$ cat config.mk
export PLATFORM = sky130hd
export DESIGN_NAME = sorted_priority_queue_flat
export DESIGN_NICKNAME = d
export VERILOG_FILES = /design/src/spq_pkg.sv /design/src/spq_if.sv /design/src/spq_cell.sv /design/src/sorted_priority_queue.sv /design/src/flat_wrapper.sv
export SDC_FILE = /design/constraint.sdc
export NUM_CORES = 1
export LEC_CHECK = 0
export ABC_CLOCK_PERIOD_IN_PS = 5500
export BUFFER_PORTS_ARGS = -buffer_cell sky130_fd_sc_hd__buf_4
export CAP_MARGIN = 15
export CORE_MARGIN = 10
export CORE_UTILIZATION = 26
export DETAILED_ROUTE_END_ITERATION = 8
export PLACE_DENSITY_LB_ADDON = 0.05
export SLEW_MARGIN = 20
export SYNTH_ARGS = -nofsm -noshare
export SYNTH_HDL_FRONTEND = slang
export SYNTH_SLANG_ARGS = --single-unit
$ cat constraint.sdc
create_clock -name clk_i -period 5.5 [get_ports clk_i]
set_input_delay 1.1 -clock clk_i [delete_from_list [all_inputs] [get_ports clk_i]]
set_output_delay 1.1 -clock clk_i [all_outputs]
set_load 0.05 [all_outputs]
$ cat src/spq_pkg.sv
`default_nettype none

package spq_pkg;

  localparam int unsigned CMD_W = 2;
  localparam int unsigned KEY_W = 8;
  localparam int unsigned PAY_W = 16;
  localparam int unsigned STS_W = 2;
  localparam int unsigned CNT_W = 5;

  // Command codes.
  localparam logic [CMD_W-1:0] CMD_INSERT    = 2'd0;
  localparam logic [CMD_W-1:0] CMD_POP_FRONT = 2'd1;
  localparam logic [CMD_W-1:0] CMD_POP_BACK  = 2'd2;

  // Status codes.
  localparam logic [STS_W-1:0] STS_OK    = 2'd0;
  localparam logic [STS_W-1:0] STS_EMPTY = 2'd1;
  localparam logic [STS_W-1:0] STS_FULL  = 2'd2;

  // Operation broadcast to every cell of the chain.
  typedef struct packed {
    logic insert;
    logic pop_front;
    logic pop_back;
  } ctrl_t;

endpackage

`default_nettype wire

$ cat src/spq_if.sv
`default_nettype none

interface spq_in_if import spq_pkg::*; ();
  logic             valid;
  logic             ready;
  logic [CMD_W-1:0] cmd;
  logic [KEY_W-1:0] key;
  logic [PAY_W-1:0] payload;

  modport source (output valid, cmd, key, payload, input ready);
  modport sink   (input valid, cmd, key, payload, output ready);
endinterface

interface spq_out_if import spq_pkg::*; ();
  logic             valid;
  logic             ready;
  logic [STS_W-1:0] status;
  logic [KEY_W-1:0] out_key;
  logic [PAY_W-1:0] out_payload;
  logic [CNT_W-1:0] count;

  modport source (output valid, status, out_key, out_payload, count, input ready);
  modport sink   (input valid, status, out_key, out_payload, count, output ready);
endinterface

`default_nettype wire

$ cat src/spq_cell.sv
`default_nettype none

module spq_cell import spq_pkg::*; (
  input  wire logic             clk_i,
  input  wire logic             rst_ni,
  input  wire ctrl_t            ctrl_i,
  input  wire logic [KEY_W-1:0] new_key_i,
  input  wire logic [PAY_W-1:0] new_payload_i,
  input  wire logic             left_valid_i,
  input  wire logic             left_ge_i,
  input  wire logic [KEY_W-1:0] left_key_i,
  input  wire logic [PAY_W-1:0] left_payload_i,
  input  wire logic             right_valid_i,
  input  wire logic [KEY_W-1:0] right_key_i,
  input  wire logic [PAY_W-1:0] right_payload_i,
  output logic                  valid_o,
  output logic                  ge_o,
  output logic [KEY_W-1:0]      key_o,
  output logic [PAY_W-1:0]      payload_o
);

  logic             valid_q, valid_d;
  logic [KEY_W-1:0] key_q, key_d;
  logic [PAY_W-1:0] payload_q, payload_d;

  // The cell keeps its entry on insert when it holds a key at least as large as the new one.
  assign ge_o = valid_q && (key_q >= new_key_i);

  always_comb begin
    valid_d   = valid_q;
    key_d     = key_q;
    payload_d = payload_q;
    if (ctrl_i.insert) begin
      valid_d = valid_q || left_valid_i;
      if (!ge_o) begin
        if (left_ge_i) begin
          key_d     = new_key_i;
          payload_d = new_payload_i;
        end else begin
          key_d     = left_key_i;
          payload_d = left_payload_i;
        end
      end
    end else if (ctrl_i.pop_front) begin
      valid_d   = right_valid_i;
      key_d     = right_key_i;
      payload_d = right_payload_i;
    end else if (ctrl_i.pop_back) begin
      valid_d = valid_q && right_valid_i;
    end
  end

  always_ff @(posedge clk_i or negedge rst_ni) begin
    if (!rst_ni) begin
      valid_q <= 1'b0;
    end else begin
      valid_q <= valid_d;
    end
  end

  always_ff @(posedge clk_i) begin
    key_q     <= key_d;
    payload_q <= payload_d;
  end

  assign valid_o   = valid_q;
  assign key_o     = key_q;
  assign payload_o = payload_q;

endmodule

`default_nettype wire

$ cat src/sorted_priority_queue.sv
`default_nettype none

// Channel   Interface    Role    Contents
// req_i     spq_in_if    sink    cmd, key, payload
// rsp_o     spq_out_if   source  status, out_key, out_payload, count
//
// The whole row of cells updates at the edge that accepts a command, and the result
// is loaded into the output register at that same edge.
// A new command is taken every cycle while the output register is empty or being drained.
// Reset clears the valid bit of every cell, the entry count and the output register's valid flag.
// A stalled result holds req_i off until it has been transferred.

module sorted_priority_queue import spq_pkg::*; #(
  parameter int unsigned DEPTH = 16
) (
  input  wire logic clk_i,
  input  wire logic rst_ni,
  spq_in_if.sink    req_i,
  spq_out_if.source rsp_o
);

  localparam int unsigned CW = $clog2(DEPTH + 1);

  // Cell outputs along the chain. Slot 0 holds the highest key.
  logic [DEPTH-1:0] cell_valid;
  logic [DEPTH-1:0] cell_ge;
  logic [KEY_W-1:0] cell_key [DEPTH];
  logic [PAY_W-1:0] cell_pay [DEPTH];

  logic             full, empty, in_ready, in_fire;
  ctrl_t            ctrl;
  logic [CW-1:0]    count_q, count_d;
  logic [STS_W-1:0] status_d;
  logic [KEY_W-1:0] rkey_d, tail_key;
  logic [PAY_W-1:0] rpay_d, tail_pay;

  logic             out_valid_q;
  logic [STS_W-1:0] status_q;
  logic [KEY_W-1:0] rkey_q;
  logic [PAY_W-1:0] rpay_q;
  logic [CNT_W-1:0] rcnt_q;

  // Occupancy comes straight from the chain: the entries fill the low slots contiguously.
  assign full  = cell_valid[DEPTH-1];
  assign empty = !cell_valid[0];

  // The output register is the only buffer, so a transfer may enter whenever it drains.
  assign in_ready    = !out_valid_q || rsp_o.ready;
  assign req_i.ready = in_ready;
  assign in_fire     = req_i.valid && in_ready;

  // Only legal operations reach the cells, so a dropped insert or an empty pop changes nothing.
  assign ctrl.insert    = in_fire && (req_i.cmd == CMD_INSERT) && !full;
  assign ctrl.pop_front = in_fire && (req_i.cmd == CMD_POP_FRONT) && !empty;
  assign ctrl.pop_back  = in_fire && (req_i.cmd == CMD_POP_BACK) && !empty;

  for (genvar i = 0; i < DEPTH; i++) begin : g_cell
    logic             l_valid, l_ge, r_valid;
    logic [KEY_W-1:0] l_key, r_key;
    logic [PAY_W-1:0] l_pay, r_pay;

    if (i == 0) begin : g_head
      // The head always takes the new entry unless it keeps its own.
      assign l_valid = 1'b1;
      assign l_ge    = 1'b1;
      assign l_key   = '0;
      assign l_pay   = '0;
    end else begin : g_body
      assign l_valid = cell_valid[i-1];
      assign l_ge    = cell_ge[i-1];
      assign l_key   = cell_key[i-1];
      assign l_pay   = cell_pay[i-1];
    end

    if (i == DEPTH - 1) begin : g_tail
      assign r_valid = 1'b0;
      assign r_key   = '0;
      assign r_pay   = '0;
    end else begin : g_inner
      assign r_valid = cell_valid[i+1];
      assign r_key   = cell_key[i+1];
      assign r_pay   = cell_pay[i+1];
    end

    spq_cell u_cell (
      .clk_i          (clk_i),
      .rst_ni         (rst_ni),
      .ctrl_i         (ctrl),
      .new_key_i      (req_i.key),
      .new_payload_i  (req_i.payload),
      .left_valid_i   (l_valid),
      .left_ge_i      (l_ge),
      .left_key_i     (l_key),
      .left_payload_i (l_pay),
      .right_valid_i  (r_valid),
      .right_key_i    (r_key),
      .right_payload_i(r_pay),
      .valid_o        (cell_valid[i]),
      .ge_o           (cell_ge[i]),
      .key_o          (cell_key[i]),
      .payload_o      (cell_pay[i])
    );
  end

  // The back entry is the one valid cell whose right neighbour is empty; an OR tree gathers it.
  always_comb begin
    tail_key = '0;
    tail_pay = '0;
    for (int i = 0; i < DEPTH; i++) begin
      if (cell_valid[i] && ((i == DEPTH - 1) || !cell_valid[(i + 1) % DEPTH])) begin
        tail_key = tail_key | cell_key[i];
        tail_pay = tail_pay | cell_pay[i];
      end
    end
  end

  always_comb begin
    status_d = STS_OK;
    rkey_d   = '0;
    rpay_d   = '0;
    count_d  = count_q;
    case (req_i.cmd)
      CMD_INSERT: begin
        if (full) begin
          status_d = STS_FULL;
        end else begin
          count_d = count_q + CW'(1);
        end
      end
      CMD_POP_FRONT: begin
        if (empty) begin
          status_d = STS_EMPTY;
        end else begin
          rkey_d  = cell_key[0];
          rpay_d  = cell_pay[0];
          count_d = count_q - CW'(1);
        end
      end
      CMD_POP_BACK: begin
        if (empty) begin
          status_d = STS_EMPTY;
        end else begin
          rkey_d  = tail_key;
          rpay_d  = tail_pay;
          count_d = count_q - CW'(1);
        end
      end
      default: begin
        // Unused command: no change, plain ok result.
      end
    endcase
  end

  always_ff @(posedge clk_i or negedge rst_ni) begin
    if (!rst_ni) begin
      count_q     <= '0;
      out_valid_q <= 1'b0;
    end else begin
      if (in_fire) begin
        count_q     <= count_d;
        out_valid_q <= 1'b1;
      end else if (rsp_o.ready) begin
        out_valid_q <= 1'b0;
      end
    end
  end

  always_ff @(posedge clk_i) begin
    if (in_fire) begin
      status_q <= status_d;
      rkey_q   <= rkey_d;
      rpay_q   <= rpay_d;
      rcnt_q   <= CNT_W'(count_d);
    end
  end

  assign rsp_o.valid       = out_valid_q;
  assign rsp_o.status      = status_q;
  assign rsp_o.out_key     = rkey_q;
  assign rsp_o.out_payload = rpay_q;
  assign rsp_o.count       = rcnt_q;

  // Checks on the chain.
  logic [DEPTH-1:0] order_ok;

  always_comb begin
    for (int i = 0; i < DEPTH; i++) begin
      order_ok[i] = (i == DEPTH - 1) || !cell_valid[(i + 1) % DEPTH] ||
                    (cell_key[i] >= cell_key[(i + 1) % DEPTH]);
    end
  end

  a_count_matches: assert property (@(posedge clk_i) disable iff (!rst_ni)
    $countones(cell_valid) == int'(count_q))
    else $error("entry count disagrees with the valid cells");

  a_contiguous: assert property (@(posedge clk_i) disable iff (!rst_ni)
    (cell_valid & (cell_valid + DEPTH'(1))) == '0)
    else $error("valid cells are not a contiguous run from the head");

  a_sorted: assert property (@(posedge clk_i) disable iff (!rst_ni)
    &order_ok)
    else $error("chain is not in descending key order");

  a_one_op: assert property (@(posedge clk_i) disable iff (!rst_ni)
    $onehot0({ctrl.insert, ctrl.pop_front, ctrl.pop_back}))
    else $error("more than one operation driven into the chain");

endmodule

`default_nettype wire
$ cat src/flat_wrapper.sv
// flat-port wrapper written by rule: the top's interface ports become plain ports
module sorted_priority_queue_flat import spq_pkg::*;
#(
  parameter int unsigned DEPTH = 16
)
  (clk_i, rst_ni, req_i_valid, req_i_cmd, req_i_key, req_i_payload, req_i_ready, rsp_o_valid, rsp_o_status, rsp_o_out_key, rsp_o_out_payload, rsp_o_count, rsp_o_ready);
  spq_in_if req_i_i ();
  spq_out_if rsp_o_i ();
  input  wire logic clk_i;
  input  wire logic rst_ni;
  input wire logic [$bits(req_i_i.valid)-1:0] req_i_valid;
  input wire logic [$bits(req_i_i.cmd)-1:0] req_i_cmd;
  input wire logic [$bits(req_i_i.key)-1:0] req_i_key;
  input wire logic [$bits(req_i_i.payload)-1:0] req_i_payload;
  output wire logic [$bits(req_i_i.ready)-1:0] req_i_ready;
  output wire logic [$bits(rsp_o_i.valid)-1:0] rsp_o_valid;
  output wire logic [$bits(rsp_o_i.status)-1:0] rsp_o_status;
  output wire logic [$bits(rsp_o_i.out_key)-1:0] rsp_o_out_key;
  output wire logic [$bits(rsp_o_i.out_payload)-1:0] rsp_o_out_payload;
  output wire logic [$bits(rsp_o_i.count)-1:0] rsp_o_count;
  input wire logic [$bits(rsp_o_i.ready)-1:0] rsp_o_ready;
  assign req_i_i.valid = req_i_valid;
  assign req_i_i.cmd = req_i_cmd;
  assign req_i_i.key = req_i_key;
  assign req_i_i.payload = req_i_payload;
  assign req_i_ready = req_i_i.ready;
  assign rsp_o_valid = rsp_o_i.valid;
  assign rsp_o_status = rsp_o_i.status;
  assign rsp_o_out_key = rsp_o_i.out_key;
  assign rsp_o_out_payload = rsp_o_i.out_payload;
  assign rsp_o_count = rsp_o_i.count;
  assign rsp_o_i.ready = rsp_o_ready;
  sorted_priority_queue #(.DEPTH(DEPTH)) u_core (.clk_i(clk_i), .rst_ni(rst_ni), .req_i(req_i_i), .rsp_o(rsp_o_i));
endmodule
==> impl_metrics.tcl <==
set metrics [dict create \
    status "completed" \
    worstSetupEndpointType "register" \
    initial_core_util_pct 26.2 \
    clk_latency_ns 0.66 \
    die_h_um 341 \
    cp_max_fo 15 \
    reg2reg_from "u_core.g_cell[0].u_cell.valid_o" \
    postRouteAntennaNets 0 \
    cts_buffers 56 \
    hold_path.class "input port to asynchronous set/reset pin" \
    yosysMostFrequentCell "edfxtp_1" \
    globalplace.congestion 0.828 \
    reg2reg_depth 7 \
    critPathRequiredTime_ns 5.85 \
    power.density_mw_per_mm2 401 \
    htree_levels 2 \
    cp.arrival_ns 4.10 \
    areaGrowthSynthToFinish_pct 14.1 \
    cts.repair.resized 0 \
    power.total_uw 12200 \
    synth_cell_types 60 \
    setup_ws_ns 1.75 \
    synth_common_cells "edfxtp_1 (415), a21oi_1 (282), nor2_1 (271)" \
    syn_area_mm2 0.0267 \
    nets 2687 \
    post_cts_buffers 0 \
    max_slew_margin_pct 26.1 \
    routedWlPerCell_um 31.1 \
    finalWirelength_um 123000 \
    io_buffer_count 62 \
    power.leakage_uw 0.0106 \
    synth.top_cell.area_share_pct 46.6 \
    synth_seq_cells 437 \
    grt_pass1_vias 21689 \
    grt_max_degree 135 \
    synth_ff_type "edfxtp_1" \
    crit_type "input port to register" \
    ff2ff_setup_slack_ns 2.24 \
    synth_edf_count 415 \
    irDropWorstVdd_uv 221 \
    fin_crit_ns 3.75 \
    yosysSeqAreaShare_pct 48.7 \
    cts_tree "yes" \
    grt_pass1_wl_um 172000 \
    endpoint "u_core.g_cell[3].u_cell.key_o[0]" \
    avgSynthCellArea_um2 10.5 \
    drive_gt1_share_pct 11.6 \
    num_rows 117 \
    post-route-drc-count 0 \
    timing.final.crit_share_pct 68.1 \
    synth_area_leaders "edfxtp_1 (47%), mux2i_1 (10%), ha_1 (5.9%)" \
    antenna_found_initial 4 \
    hold_buffers 0 \
    num_antenna_cells 0 \
    die-width_um 341 \
    rsz0062_at_grt "false" \
    grt_util_all_layers_pct 20.4 \
    dieArea_mm2 0.116 \
    worst_pin_slew_ns 1.10 \
    crit_start "req_i_key[2]" \
    finalMaxSlewViolations 0 \
    cts_sinks 437 \
    drt-pass1-iter-count 5 \
    core_area_mm2 0.102 \
    vias_per_cell 5.51 \
    dp_slack_ns 1.08 \
    final-hold-violation-count 0 \
    vias 21740 \
    clock_skew_ns 0.0216 \
    clockBufferDepth 3 \
    root_buffer "clkbuf_16" \
    setup-tns-final_ns 0 \
    syn_nets 2703 \
    critPathLaunchType "input port" \
    dp_hpwl_um 81100 \
    drv_cap 0 \
    grt_overflow 0 \
    setup_viol 0 \
    drtIter0Drc 2196 \
    clk_pin_slew_ns 0.06 \
    yosysWarnings 0 \
    ios 63 \
    synth_top_area_cell "edfxtp_1" \
    fmax_mhz 267 \
    timing.rr.end "u_core.g_cell[14].u_cell.key_o[0]" \
    synth_cells 2547 \
    async_flop_share_pct 5.03 \
]
routing by layer:
layer	part of all wire, %	vias up	wire [um]	track usage (%)
met5	0.011	-	13	0
li1	-	9638	-	-
met4	3.5	2	4240	6.93
met2	46	810	55900	32.4
met3	5.5	169	6690	2.83
met1	45	11121	55800	28.2
worst max-delay path, stage by stage:
cell	delay (ns)
buf_4	0.17
inv_1	0.55
ha_1	0.36
a211o_1	0.26
a31oi_1	0.43
o21ai_4	0.13
o21ai_4	0.78
buf_12	0.26
state kept, by name, indices dropped and copies added, names as in the netlist:
register,count
u_core.g_cell.u_cell.payload_o,256
u_core.g_cell.u_cell.key_o,128
u_core.g_cell.u_cell.valid_o,16
u_core.rsp_o.out_payload,16
u_core.rsp_o.out_key,8
u_core.count_q,5
u_core.rsp_o.count,5
u_core.rsp_o.status,2
u_core.rsp_o.valid,1
metrics by stage:
stage	utilization, %	hold slack, ns	instances	cell area, um2
5_1_grt	29.9	0.363	3943	30500
3_3_place_gp	28.2	0.566	3839	28700
3_5_place_dp	28.2	0.568	3841	28700
4_1_cts	29.9	0.332	3943	30500
2_1_floorplan	-	0.543	2547	26700
6_report	29.9	0.342	3943	30500
worst min path at each step:
stage | cells past startpoint | startpoint | to | slack [ns]
5_1_grt | 1 | rst_ni | u_core.count_q[0] | 0.36
2_1_floorplan | 2 | u_core.g_cell[1].u_cell.payload_o[0] | u_core.g_cell[0].u_cell.payload_o[0] | 0.54
3_3_place_gp | 2 | u_core.g_cell[1].u_cell.payload_o[7] | u_core.g_cell[0].u_cell.payload_o[7] | 0.57
6_report | 1 | rst_ni | u_core.count_q[0] | 0.34
3_5_place_dp | 2 | u_core.g_cell[1].u_cell.payload_o[1] | u_core.g_cell[0].u_cell.payload_o[1] | 0.57
4_1_cts | 1 | rst_ni | u_core.g_cell[9].u_cell.valid_o | 0.33
cells in the final DEF, fill, tap and decap left out, types with 4 or more instances in the layout:
cell / Yosys / routed
nand4_1: 34 / 34
clkinv_2: 0 / 8
edfxtp_1: 415 / 415
o2111ai_1: 5 / 5
nand3_1: 104 / 103
a22oi_2: 0 / 5
clkbuf_1: 83 / 11
ha_1: 126 / 126
o21ai_0: 38 / 28
a21oi_2: 11 / 11
buf_4: 25 / 129
a21o_1: 20 / 20
mux2i_1: 266 / 266
o31ai_1: 14 / 14
nor2b_4: 1 / 11
nand2b_1: 11 / 11
a21oi_1: 282 / 282
inv_1: 32 / 30
nor2_1: 271 / 271
buf_12: 10 / 16
and3_1: 11 / 10
clkbuf_16: 0 / 56
o211ai_1: 93 / 93
o221ai_1: 5 / 5
nand2_2: 0 / 4
bufinv_16: 0 / 6
a22oi_1: 202 / 197
nand2_1: 258 / 254
a211o_1: 10 / 10
nor3_1: 7 / 7
nor3b_1: 5 / 5
o22a_1: 8 / 8
clkinv_1: 1 / 18
o21ai_4: 9 / 19
dfrtp_1: 22 / 21
and2b_2: 4 / 4
o2111ai_2: 5 / 5
a31oi_1: 9 / 9
mux2_2: 5 / 5
final cells by class:
| cell class | count | area, um2 |
|---|---|---|
| inverter | 33 | 124 |
| fill | 10654 | 71400 |
| sequential | 437 | 13000 |
| timing repair buffer | 145 | 1290 |
| clock inverter | 35 | 338 |
| tap | 1368 | 1710 |
| multi-input combinational | 1858 | 12600 |
| clock buffer | 67 | 1440 |
power by group:
group	switching [uW]	internal, uW	total [uW]
clock	1610	2140	3760
sequential	464	4090	4550
combinational	2730	1200	3940
cell families (layout without fill, tap and decap cells):
family	Yosys count	count (layout)	share of synthesized area [%]
fa+ha+maj	126	126	5.90
buf+inv	252	280	5.21
compound gates	730	730	18.2
xor+xnor	1	1	0.0328
simple gates	730	730	11.8
flops	437	437	48.7
mux	271	271	10.2
Note: power is estimated with default switching activity, not from simulation.
